<file path="src/rtl/sled_pkg.sv">
`timescale 1ns / 1ps
`default_nettype none

package sled_pkg;

    // pwm resolution of the drive stage
    localparam int unsigned PWM_BITS = 8;
    localparam logic [16:0] PWM_MAX  = 17'((64'd1 << PWM_BITS) - 64'd1);

    // config register fields
    localparam int unsigned CFG_INDEX_W = 3;
    localparam int unsigned CFG_DATA_W  = 16;

    typedef enum logic [CFG_INDEX_W-1:0] {
        REG_LED_ENABLE     = 3'd0,
        REG_ACTIVE_LOW     = 3'd1,
        REG_BRIGHTNESS     = 3'd2,
        REG_CONNECT_PERIOD = 3'd3,
        REG_AP_PERIOD      = 3'd4,
        REG_ACTIVITY_HALF  = 3'd5,
        REG_ACTIVITY_HOLD  = 3'd6
    } cfg_reg_t;

    typedef enum logic [2:0] {
        MODE_OFF        = 3'd0,
        MODE_CONNECTING = 3'd1,
        MODE_WAITING    = 3'd2,
        MODE_CONNECTED  = 3'd3,
        MODE_AP         = 3'd4
    } mode_t;

    typedef enum logic [2:0] {
        CMD_OFF        = 3'd0,
        CMD_CONNECTING = 3'd1,
        CMD_WAITING    = 3'd2,
        CMD_CONNECTED  = 3'd3,
        CMD_AP         = 3'd4,
        CMD_PULSE      = 3'd5,
        CMD_REFRESH    = 3'd6
    } cmd_t;

    typedef enum logic {
        ACT_TICK    = 1'b0,
        ACT_COMMAND = 1'b1
    } action_t;

    typedef struct packed {
        logic       action;
        logic [2:0] command;
    } in_word_t;

    typedef struct packed {
        logic       led_lit;
        logic [7:0] pwm_duty;
        logic       pin_level;
        logic [7:0] pixel_level;
    } out_word_t;

endpackage

`default_nettype wire

</file>
<file path="src/rtl/status_led_mode_controller.sv">
`timescale 1ns / 1ps
`default_nettype none

// status led controller: each input word is a one millisecond tick or a
// command, and every word gives exactly one result word with the lit state and
// all drive forms (pwm duty with polarity, digital pin level, pixel grey level).
// the mode, blink, activity and phase counters update at the edge that accepts
// the word, and the result is built from the updated state into an output
// register, so one word is taken every clock; the only stall is a full output
// register that the downstream side has not taken. m_valid is set at the edge
// that accepts the word. TIME_BITS sets the width of the three millisecond
// counters, which saturate at their all-ones value. config writes are always
// taken (cfg_ready is tied high) and should only be issued while idle.
module status_led_mode_controller
    import sled_pkg::*;
#(
    parameter int unsigned TIME_BITS = 16
) (
    input  wire                    aclk,
    input  wire                    aresetn,

    input  wire                    s_valid,
    output logic                   s_ready,
    input  wire in_word_t          s_data,

    output logic                   m_valid,
    input  wire                    m_ready,
    output out_word_t              m_data,

    input  wire                    cfg_valid,
    output logic                   cfg_ready,
    input  wire [CFG_INDEX_W-1:0]  cfg_index,
    input  wire [CFG_DATA_W-1:0]   cfg_data
);

    // compare width covers both the counters and the 16-bit thresholds
    localparam int unsigned CW = (TIME_BITS > CFG_DATA_W) ? TIME_BITS : CFG_DATA_W;
    localparam logic [TIME_BITS-1:0] TIME_MAX = {TIME_BITS{1'b1}};

    // config registers
    logic                  led_enable_reg;
    logic                  active_low_reg;
    logic [7:0]            brightness_reg;
    logic [CFG_DATA_W-1:0] connect_period_reg;
    logic [CFG_DATA_W-1:0] ap_period_reg;
    logic [CFG_DATA_W-1:0] activity_half_reg;
    logic [CFG_DATA_W-1:0] activity_hold_reg;

    // controller state
    mode_t                 mode_reg, mode_next;
    logic                  blink_on_reg, blink_on_next;
    logic [TIME_BITS-1:0]  blink_count_reg, blink_count_next;
    logic                  act_valid_reg, act_valid_next;
    logic [TIME_BITS-1:0]  act_elapsed_reg, act_elapsed_next;
    logic [TIME_BITS-1:0]  phase_count_reg, phase_count_next;
    logic                  phase_bit_reg, phase_bit_next;

    // output register
    logic                  m_valid_reg;
    out_word_t             m_data_reg, m_data_next;

    logic                  s_fire;
    logic [TIME_BITS-1:0]  phase_inc, blink_inc, act_inc;
    logic [CFG_DATA_W-1:0] period;
    logic                  recent;
    logic                  lit;
    logic [7:0]            on_level;

    assign cfg_ready = 1'b1;

    // output register frees up when its word is taken
    assign s_ready = !m_valid_reg || m_ready;
    assign s_fire  = s_valid && s_ready;
    assign m_valid = m_valid_reg;
    assign m_data  = m_data_reg;

    // config write port
    always_ff @(posedge aclk) begin
        if (!aresetn) begin
            led_enable_reg     <= 1'b1;
            active_low_reg     <= 1'b0;
            brightness_reg     <= 8'd255;
            connect_period_reg <= 16'd350;
            ap_period_reg      <= 16'd120;
            activity_half_reg  <= 16'd25;
            activity_hold_reg  <= 16'd120;
        end else if (cfg_valid) begin
            case (cfg_reg_t'(cfg_index))
                REG_LED_ENABLE:     led_enable_reg     <= cfg_data[0];
                REG_ACTIVE_LOW:     active_low_reg     <= cfg_data[0];
                REG_BRIGHTNESS:     brightness_reg     <= cfg_data[7:0];
                REG_CONNECT_PERIOD: connect_period_reg <= cfg_data;
                REG_AP_PERIOD:      ap_period_reg      <= cfg_data;
                REG_ACTIVITY_HALF:  activity_half_reg  <= cfg_data;
                REG_ACTIVITY_HOLD:  activity_hold_reg  <= cfg_data;
                default: ;
            endcase
        end
    end

    // saturating increments
    assign phase_inc = (phase_count_reg == TIME_MAX) ? TIME_MAX : phase_count_reg + 1'b1;
    assign blink_inc = (blink_count_reg == TIME_MAX) ? TIME_MAX : blink_count_reg + 1'b1;
    assign act_inc   = (act_elapsed_reg == TIME_MAX) ? TIME_MAX : act_elapsed_reg + 1'b1;
    assign period    = (mode_reg == MODE_AP) ? ap_period_reg : connect_period_reg;

    // next state for one word
    always_comb begin
        mode_next        = mode_reg;
        blink_on_next    = blink_on_reg;
        blink_count_next = blink_count_reg;
        act_valid_next   = act_valid_reg;
        act_elapsed_next = act_elapsed_reg;
        phase_count_next = phase_count_reg;
        phase_bit_next   = phase_bit_reg;

        if (s_data.action == ACT_TICK) begin
            // free-running phase for the activity blink
            if (CW'(phase_inc) >= CW'(activity_half_reg)) begin
                phase_count_next = '0;
                phase_bit_next   = !phase_bit_reg;
            end else begin
                phase_count_next = phase_inc;
            end
            // blink timing only in the blinking modes
            if (mode_reg == MODE_CONNECTING || mode_reg == MODE_AP) begin
                if (CW'(blink_inc) >= CW'(period)) begin
                    blink_count_next = '0;
                    blink_on_next    = !blink_on_reg;
                end else begin
                    blink_count_next = blink_inc;
                end
            end
            // activity hold window
            if (act_valid_reg) begin
                act_elapsed_next = act_inc;
                if (CW'(act_inc) >= CW'(activity_hold_reg)) begin
                    act_valid_next = 1'b0;
                end
            end
        end else begin
            // any command restarts the blink wait
            blink_count_next = '0;
            case (cmd_t'(s_data.command))
                CMD_OFF, CMD_CONNECTING, CMD_WAITING, CMD_CONNECTED, CMD_AP: begin
                    mode_next        = mode_t'(s_data.command);
                    blink_on_next    = 1'b0;
                    act_valid_next   = 1'b0;
                    act_elapsed_next = '0;
                end
                CMD_PULSE: begin
                    // pulse only counts while a client is connected
                    if (mode_reg == MODE_CONNECTED) begin
                        act_valid_next   = 1'b1;
                        act_elapsed_next = '0;
                    end
                end
                default: ;  // refresh and unused code: only the blink wait restarts
            endcase
        end
    end

    // result built from the updated state
    always_comb begin
        recent = act_valid_next && (CW'(act_elapsed_next) < CW'(activity_hold_reg));

        case (mode_next)
            MODE_CONNECTING, MODE_AP: lit = blink_on_next;
            MODE_CONNECTED:           lit = recent ? phase_bit_next : 1'b1;
            default:                  lit = 1'b0;
        endcase
        lit = lit && led_enable_reg;

        // clamp brightness to the pwm range
        on_level = ({9'd0, brightness_reg} > PWM_MAX) ? PWM_MAX[7:0] : brightness_reg;

        m_data_next.led_lit = lit;
        if (active_low_reg) begin
            m_data_next.pwm_duty = lit ? (PWM_MAX[7:0] - on_level) : PWM_MAX[7:0];
        end else begin
            m_data_next.pwm_duty = lit ? on_level : 8'd0;
        end
        if (lit && (on_level != 8'd0)) begin
            m_data_next.pin_level = !active_low_reg;
        end else begin
            m_data_next.pin_level = active_low_reg;
        end
        m_data_next.pixel_level = lit ? on_level : 8'd0;
    end

    // state registers advance on each accepted word
    always_ff @(posedge aclk) begin
        if (!aresetn) begin
            mode_reg        <= MODE_OFF;
            blink_on_reg    <= 1'b0;
            blink_count_reg <= '0;
            act_valid_reg   <= 1'b0;
            act_elapsed_reg <= '0;
            phase_count_reg <= '0;
            phase_bit_reg   <= 1'b0;
        end else if (s_fire) begin
            mode_reg        <= mode_next;
            blink_on_reg    <= blink_on_next;
            blink_count_reg <= blink_count_next;
            act_valid_reg   <= act_valid_next;
            act_elapsed_reg <= act_elapsed_next;
            phase_count_reg <= phase_count_next;
            phase_bit_reg   <= phase_bit_next;
        end
    end

    // output register
    always_ff @(posedge aclk) begin
        if (!aresetn) begin
            m_valid_reg <= 1'b0;
        end else if (s_fire) begin
            m_valid_reg <= 1'b1;
        end else if (m_ready) begin
            m_valid_reg <= 1'b0;
        end
    end

    always_ff @(posedge aclk) begin
        if (s_fire) begin
            m_data_reg <= m_data_next;
        end
    end

endmodule

`default_nettype wire
</file>
<file path="config.mk">
export PLATFORM = sky130hd
export DESIGN_NAME = status_led_mode_controller
export DESIGN_NICKNAME = d
export VERILOG_FILES = /design/src/rtl/sled_pkg.sv /design/src/rtl/status_led_mode_controller.sv
export SDC_FILE = /design/constraint.sdc
export NUM_CORES = 1
export LEC_CHECK = 0
export BUFFER_PORTS_ARGS = -buffer_cell sky130_fd_sc_hd__buf_2
export CORE_ASPECT_RATIO = 1.4
export CORE_MARGIN = 2
export CORE_UTILIZATION = 42
export DETAILED_ROUTE_END_ITERATION = 12
export HOLD_SLACK_MARGIN = 0.05
export MAX_ROUTING_LAYER = met4
export SETUP_SLACK_MARGIN = 0.02
export SYNTH_ARGS = -nofsm -noshare
export SYNTH_HDL_FRONTEND = slang
export SYNTH_SLANG_ARGS = --single-unit
</file>
<file path="constraint.sdc">
create_clock -name aclk -period 5 [get_ports aclk]
set_clock_uncertainty 0.1 [all_clocks]
set_input_delay 0.5 -clock aclk [delete_from_list [all_inputs] [get_ports aclk]]
set_output_delay 0.5 -clock aclk [all_outputs]
set_load 0.05 [all_outputs]
</file>
## After elaboration in Yosys (flattened, before gate mapping)

Index checks and enable logic that the tools add are counted.

- Register bits: 147
- Bits in latches: 0
- Bits in writable memories: 0
- Memory bits (read-only): 0
- Bits of input ports: 28
- Memories: 0

- $add $sub $neg: 4
- Multipliers: 0
- Div/mod/pow operators: 0
- Order comparisons: 4
- Eq/ne operators: 20
- Shift-type cells: 0
- Mux-type cells: 33
- Bitwise operators: 1
- Reductions and logical operators: 26

Operators by type and width:

| operator | count |
|---|---|
| $mux W16 | 11 |
| $add A16 B1 Y16 const B | 3 |
| $eq A16 B16 Y1 const B | 3 |
| $ge A16 B16 Y1 | 3 |
| $pmux W16 S2 | 1 |
| $mux W8 | 3 |
| $eq A3 B3 Y1 const B | 7 |
| $eq A3 B2 Y1 const B | 6 |
| $reduce_and A2 Y1 | 9 |
| $lt A16 B16 Y1 | 1 |
| $mux W1 | 14 |
| $eq A3 B1 Y1 const B | 4 |
| $reduce_bool A8 Y1 | 1 |
| $sub A8 B8 Y8 const A | 1 |
| $logic_not A3 Y1 | 2 |
| $mux W3 | 2 |
| $reduce_or A5 Y1 | 1 |
| $logic_and A1 B1 Y1 | 4 |
| $logic_not A1 Y1 | 4 |
| $pmux W1 S2 | 2 |
| $reduce_bool A2 Y1 | 2 |
| $logic_or A1 B1 Y1 | 2 |
| $reduce_or A2 Y1 | 1 |
| $not A1 Y1 | 1 |

## Logic depth before layout (Yosys ltp)

Gate-level depths: netlist of run 1.

- Depth in word-level cells: 12
- Mapped depth: 19
- Mapped depth without buffers: 17

## Least setup slack after synthesis of run 1

No wires, ideal clock.

- Path type: register to register
- Start point: register blink_count_reg[0]
- End point: register m_data_reg (netlist bit m_data[10]), data pin
- Library setup time: 0.277 ns
- Arrival time: 4.246 ns
- Required time: 4.623 ns
- Setup slack: 0.377 ns
- Cell stages (with the launch flop): 19
- Path buffers: 2
- Period minus slack after synthesis: 4.623 ns
- Path through: dfxtp_1 ha_1 nand3_1 nor4_1 and3_1 and2_1 nand4_1 clkbuf_1 clkbuf_1 nand3_1 ha_1 a211oi_1 nor2_1 or3_1 a211oi_2 nor3_1 o21ai_2 a211oi_2 xor2_1

RTL lines:

| what | line | source |
|---|---|---|
| from (decl) | status_led_mode_controller.sv:52 | `logic [TIME_BITS-1:0] blink_count_reg, blink_count_next;` |
| from (signal assigned) | status_led_mode_controller.sv:204 | `blink_count_reg <= blink_count_next;` |
| to (signal assigned) | status_led_mode_controller.sv:225 | `m_data_reg <= m_data_next;` |
| to (decl) | status_led_mode_controller.sv:60 | `out_word_t m_data_reg, m_data_next;` |

==> results of run 1 <==
==> worst register-to-register path, cell delays in order, from the launching register on <==
cell	delay [ns]
dfxtp_1	0.37
ha_1	0.23
nand3_1	0.13
nor4_2	0.43
and3_1	0.25
and2_1	0.17
nand2_1	0.10
mux2_2	0.29
ha_1	0.29
nand4_1	0.15
a2111oi_0	0.57
a211oi_2	0.14
buf_4	0.18
o211a_1	0.26
o21ai_4	0.37
a211oi_2	0.16
xor2_1	0.16
==> report_power, final <==
group	internal, mW	switching (mW)	total [mW]
logic	0.0752	0.173	0.248
clock network	0.736	0.550	1.29
registers	1.22	0.0131	1.24
==> layout make-up <==
| type | count | area share (%) |
|---|---|---|
| Clock buffer | 20 | 4.65 |
| Clock inverter | 12 | 1.17 |
| Inverter | 49 | 1.83 |
| Multi-Input combinational cell | 851 | 54.1 |
| Sequential cell | 147 | 31.1 |
| Tap cell | 260 | 3.23 |
| Timing Repair Buffer | 67 | 3.98 |
==> logic make-up after synthesis <==
kind of cell               after synthesis
buffers and inverters                  105
DFF                                    147
other                                    1
AOI/OAI and AO/OA                      266
xor gates and xnor gates                32
and+or+nand+nor                        464
muxes                                   22
adders and majority gates               66
==> worst paths after layout <==
check	slack, ns	end	depth (start not counted)
setup / recovery	0.38	m_data[12]	16
hold / removal	0.22	m_valid	3
setup reg to reg	0.38	m_data[12]	16
hold reg to reg	0.36	activity_hold_reg[7]	2
==> layer usage <==
layer	global-route usage [%]	share of wire [%]
met5	-	0
met4	7.28	2.2
met3	3.61	3.0
met2	35.3	49
met1	26.5	46
==> stage by stage <==
step           worst slack (ns)  utilization, %  hold WS, ns
6_report                  0.385            47.8        0.215
5_1_grt                  0.0165            47.8        0.217
4_1_cts                   0.176            47.4        0.200
3_5_place_dp              0.212            44.7        0.356
3_3_place_gp              0.294            44.7        0.349
2_1_floorplan             0.377               -        0.340
==> cell usage in the layout (no fill, tap or decap), types with 6 or more instances in the layout <==
cell	netlist	layout
o211ai_1	17	17
inv_1	47	47
mux2i_1	17	17
nor2b_1	32	32
nor2_1	48	47
clkbuf_16	0	18
a31oi_1	7	7
o21a_1	6	6
dfxtp_1	129	129
buf_4	1	20
and3_1	17	17
nand2_1	224	223
a22oi_1	16	16
xor2_1	16	16
a21boi_0	66	66
and2_1	8	8
nand3_1	49	49
o21ai_0	44	44
xnor2_1	16	16
ha_1	66	66
nand4_1	15	15
nor3_1	15	13
edfxtp_1	18	18
buf_2	7	46
a211oi_2	10	10
a21oi_1	60	60
nand2b_1	26	26
==> repair_timing <==
item | CTS | global route
hold buffers | 0 | 0
resized for setup | 0 | 7
endpoints found under the setup margin | 0 | 30
setup buffers | 0 | 3
==> summary.txt, run 1 <==
Run status
  • Status: finished, final reports clean

Detailed routing
  • Drt wl/cell: 16.3 um
  • Antenna Violating Nets Remaining: 0
  • 1st-iter DRT viols: 533
  • Drt pass-1 iters: 5
  • Avg Vias per Cell: 5.49
  • DR vias: 7713
  • Residual DRC: 0
  • Final wirelength: 23000 um

Place
  • Detailed Place HPWL: 16400 um
  • Area after DPL: 9400 um^2
  • DP Cell Count: 1371
  • PortBufs: 47
  • Global placement routability congestion: 0.858

Synthesis
  • Post-synth top cells: 224 x nand2_1, 129 x dfxtp_1, 66 x a21boi_0, 66 x ha_1, 60 x a21oi_1
  • Number of synthesized register bits: 147
  • XOR/XNOR Fraction of Synth Area: 3.14%
  • Mapped Nets: 1197
  • Synth Cell Area: 8920 um^2
  • Cell with the most instances after synthesis: nand2_1
  • Complex-gate fraction of the synthesized area: 21.0%
  • Post-synthesis sequential area ratio: 35.0%
  • Synth top area cells: dfxtp_1 29%, nand2_1 9.4%, ha_1 9.3%, edfxtp_1 6.1%, a21boi_0 5.6%
  • Number of synthesized flops with an enable pin: 18
  • Dominant synthesized flop cell: dfxtp_1
  • Simple-gate share of the synthesized area: 24.5%
  • Synth Area per Inst: 8.09 um^2
  • Largest family of logic cells by synthesized area: simple AND/OR/NAND/NOR gates
  • Post-synthesis mux area share: 2.54%
  • Synth top area share: 28.9%
  • Synth warn: 0
  • Yosys cell types: 69
  • Mapped Cells: 1103
  • Adder-cell share of the synthesized area: 9.25%
  • Synth async-reset ratio: 0%
  • Dominant cell type by area after synthesis: dfxtp_1

STA
  • Slew margin rel.: 26.6%
  • Clock period minus worst slack: 4.62 ns
  • Worst slew pin tran: 1.09 ns
  • FMAX: 217 MHz
  • Unrepaired setup endpoints after global routing: false
  • Setup TNS: 0 ns
  • Final setup fails: 0
  • Fin. Hold Viols: 0
  • Fin. max-slew vios: 0
  • Period utilization: 92.3%

GRT
  • Vias in the first global route: 7171
  • Largest net degree at the start of global routing: 74
  • Global Route Usage Sum: 21.4%
  • First-pass GRT wire length: 37000 um
  • GRT overflow: 0
  • Initial antenna violation count: 0

Floorplan
  • Core ar.: 21000 um^2
  • Die Wd: 127 um
  • Initial Utilization: 42.4%
  • Row cnt: 63
  • Die height: 176 um
  • IO Pins: 49
  • Die ar.: 22400 um^2

Finish
  • Total inserted antenna cells: 0
  • Layout net count: 1227
  • Final Non-Filler Cells: 1406
  • Seq. cell area: 3120 um^2
  • Max reg flops: 18
  • P&R area growth vs syn: 12.7%
  • Share of cells above drive strength 1: 12.1%
  • Design area: 10100 um^2
  • Fillers: 2072
  • Multi-input gate area: 5440 um^2

Clock network
  • CTS root buffer: clkbuf_16
  • Clock Latency Late Sink: 0.43 ns
  • CTS tree: yes
  • Max Root-Sink Buffers: 2
  • CTS H-tree depth: 4
  • CTS Buf Count: 17
  • CTS Sinks: 147
  • Clock Pin Slew Worst Setup and Hold Paths: 0.06 ns

Min path
  • Startpoint of the lowest-slack hold path: s_valid
  • Hold WC Path Type: input port to register

Job
  • Max-Cap Viols: 0

Setup path
  • Worst path top cell family by delay: compound AO/OA/AOI/OAI gates
  • Critical Path RT: 5.06 ns
  • CP Launch Type: register
  • CP max stage cell: a2111oi_0
  • Arr. time, crit path: 4.68 ns
  • CP Buf/Inv Count: 1
  • Reg2reg start: blink_count_reg[0]
  • Setup crit start: blink_count_reg[0]
  • Crit path max fanout: 10
  • CP endpoint kind: register
  • CP peak stage delay: 0.57 ns
  • Crit Path Category: register to register
  • Worst-path cell chain: ha_1 > nand3_1 > nor4_2 > and3_1 > and2_1 > nand2_1 > mux2_2 > ha_1 > nand4_1 > a2111oi_0 > a211oi_2 > buf_4 > o211a_1 > o21ai_4 > a211oi_2 > xor2_1

Power and ir drop
  • VDD IR-drop max: 0.258 mV
  • Total power draw: 2.77 mW
  • Leakage power: 4.00 nW
  • Power Dens Cells: 276 nW/um^2
(Power assumes the default switching activity.)
==> inputs of run 2 (changes only) <==
--- a/config.mk
+++ b/config.mk
@@ -9,6 +9,7 @@
 export CORE_ASPECT_RATIO = 1.4
 export CORE_MARGIN = 2
 export CORE_UTILIZATION = 42
+export CTS_BUF_LIST = sky130_fd_sc_hd__clkbuf_4 sky130_fd_sc_hd__clkbuf_8 sky130_fd_sc_hd__clkbuf_16
 export DETAILED_ROUTE_END_ITERATION = 12
 export HOLD_SLACK_MARGIN = 0.05
 export MAX_ROUTING_LAYER = met4
==> summary.txt, run 2 (same netlist as run 1, synthesis figures left out) <==
Clock network
  • CTS Sinks: 147 (unchanged)
  • Max Root-Sink Buffers: 2 (unchanged)
  • Clock Pin Slew Worst Setup and Hold Paths: 0.06 ns (about the same)
  • CTS H-tree depth: 4 (unchanged)
  • CTS root buffer: clkbuf_16
  • CTS tree: yes
  • CTS Buf Count: 17 (unchanged)
  • Clock Latency Late Sink: 0.43 ns (about the same)

Setup path
  • Reg2reg start: blink_count_reg[0]
  • Crit Path Category: register to register
  • Critical register-to-register path endpoint: m_data[12]
  • CP Launch Type: register
  • Crit path max fanout: 10 (unchanged)
  • Register-to-Register Path Depth: 16 (unchanged)
  • Worst setup path end: m_data[12]
  • R2R setup slack: 0.38 ns (about the same)
  • CP endpoint kind: register
  • Arr. time, crit path: 4.68 ns (about the same)
  • Critical Path RT: 5.06 ns (about the same)
  • Setup crit start: blink_count_reg[0]

Finish
  • Fillers: 2074 (+0.097%)
  • Layout net count: 1227 (unchanged)
  • Multi-input gate area: 5440 um^2 (unchanged)
  • Commonest non-fill, non-tap cell in the layout: nand2_1
  • Max reg flops: 18 (unchanged)
  • Commonest non-fill, non-tap cells in the layout: 223 x nand2_1, 129 x dfxtp_1, 66 x a21boi_0, 66 x ha_1, 60 x a21oi_1
  • Share of cells above drive strength 1: 12.2% (+0.087 points)
  • Total inserted antenna cells: 0 (unchanged)
  • Final Non-Filler Cells: 1406 (unchanged)
  • P&R area growth vs syn: 12.7% (about the same)
  • Seq. cell area: 3120 um^2 (unchanged)

Place
  • PortBufs: 47 (unchanged)
  • DP Cell Count: 1371 (unchanged)
  • Global placement routability congestion: 0.858 (unchanged)
  • Detailed Place HPWL: 16400 um (unchanged)

Detailed routing
  • Drt pass-1 iters: 5 (unchanged)
  • Residual DRC: 0 (unchanged)
  • Max layer used: met4
  • Met3 wire length: 775 um (+11%)
  • Drt wl/cell: 16.3 um (-0.15%)
  • Final wirelength: 22900 um (-0.15%)
  • DR vias: 7708 (-0.065%)
  • M1 WL: 10500 um (-0.90%)
  • 1st-iter DRT viols: 588 (+10%)
  • Antenna Violating Nets Remaining: 0 (unchanged)
  • Avg Vias per Cell: 5.48 (about the same)
  • WL met2: 11200 um (about the same)

Floorplan
  • Die Wd: 127 um (unchanged)
  • IO Pins: 49 (unchanged)
  • Die height: 176 um (unchanged)
  • Initial Utilization: 42.4% (unchanged)
  • Row cnt: 63 (unchanged)
  • Die ar.: 22400 um^2 (unchanged)
  • Core ar.: 21000 um^2 (unchanged)

Power and ir drop
  • VDD IR-drop max: 0.259 mV (+0.32%)
  • Power Dens Cells: 276 nW/um^2 (+0.10%)
  • Leakage power: 4.00 nW (about the same)

STA
  • Clock period minus worst slack: 4.62 ns (-0.000211 ns)
  • Fin. Hold Viols: 0 (unchanged)
  • Slew margin rel.: 26.3% (-0.35 points)
  • Worst Hold Margin: 0.215 ns (+0.000171 ns)
  • Period utilization: 92.3% (about the same)
  • Final setup fails: 0 (unchanged)
  • Worst slew pin tran: 1.10 ns (+0.00526 ns)
  • Fin. max-slew vios: 0 (unchanged)
  • Unrepaired setup endpoints after global routing: false
  • Setup TNS: 0 ns (unchanged)
  • FMAX: 217 MHz (about the same)

GRT
  • GRT overflow: 0 (unchanged)
  • First-pass GRT wire length: 37000 um (about the same)
  • Largest net degree at the start of global routing: 74 (unchanged)
  • Global Route Usage Sum: 21.4% (about the same)
  • Vias in the first global route: 7174 (+0.042%)
  • Initial antenna violation count: 0 (unchanged)

Job
  • Max-Cap Viols: 0 (unchanged)

Run status
  • Status: finished, final reports clean

Min path
  • Hold WC Path Type: input port to register
run 2: worst min path at each step:
stage,startpoint,to,slack (ns),cells after the start
2_1_floorplan,ap_period_reg[0],ap_period_reg[0],0.34,2
3_3_place_gp,connect_period_reg[0],connect_period_reg[0],0.35,2
3_5_place_dp,ap_period_reg[6],ap_period_reg[6],0.36,2
4_1_cts,s_valid,m_valid,0.20,3
5_1_grt,s_valid,m_valid,0.22,3
6_report,s_valid,m_valid,0.22,3
run 2: cell type report:
class	instances	share of cell area, %
multi-input combinational	851	54.1
sequential	147	31.0
clock buffer	20	4.69
timing repair buffer	67	3.98
tap	260	3.23
inverter	49	1.83
clock inverter	12	1.17
run 2: layer usage:
layer / vias up / GRT usage, %
li1: 3927 / -
met1: 3612 / 26.6
met2: 145 / 35.3
met3: 24 / 3.61
met4: 0 / 7.28
met5: - / -
run 2: what timing repair did:
item                       4_1_cts  5_1_grt
resized for setup                0        7
buffers inserted                 0        3
setup endpoints to repair        0       30
hold buffers                     0        0
run 2: per-stage QoR:
step	utilization [%]	setup slack (ns)	total power, mW	instance area (um^2)
floorplan	-	0.377	1.43	8920
global placement	44.7	0.294	1.51	9400
detailed placement	44.7	0.212	1.51	9400
CTS	47.5	0.176	2.81	9990
global route	47.8	0.0165	2.89	10100
finish	47.8	0.385	2.77	10100
run 2: worst max-delay path: stages (launching register included):
cell       delay, ns
dfxtp_1         0.37
ha_1            0.22
nand3_1         0.13
nor4_2          0.43
and3_1          0.25
and2_1          0.17
nand2_1         0.10
mux2_2          0.29
ha_1            0.29
nand4_1         0.15
a2111oi_0       0.58
a211oi_2        0.14
buf_4           0.19
o211a_1         0.26
o21ai_4         0.37
a211oi_2        0.16
xor2_1          0.16
run 2: where the power goes:
part | switching, mW | internal, mW
registers | 0.0131 | 1.22
clock network | 0.549 | 0.741
logic | 0.173 | 0.0752
total | 0.735 | 2.04
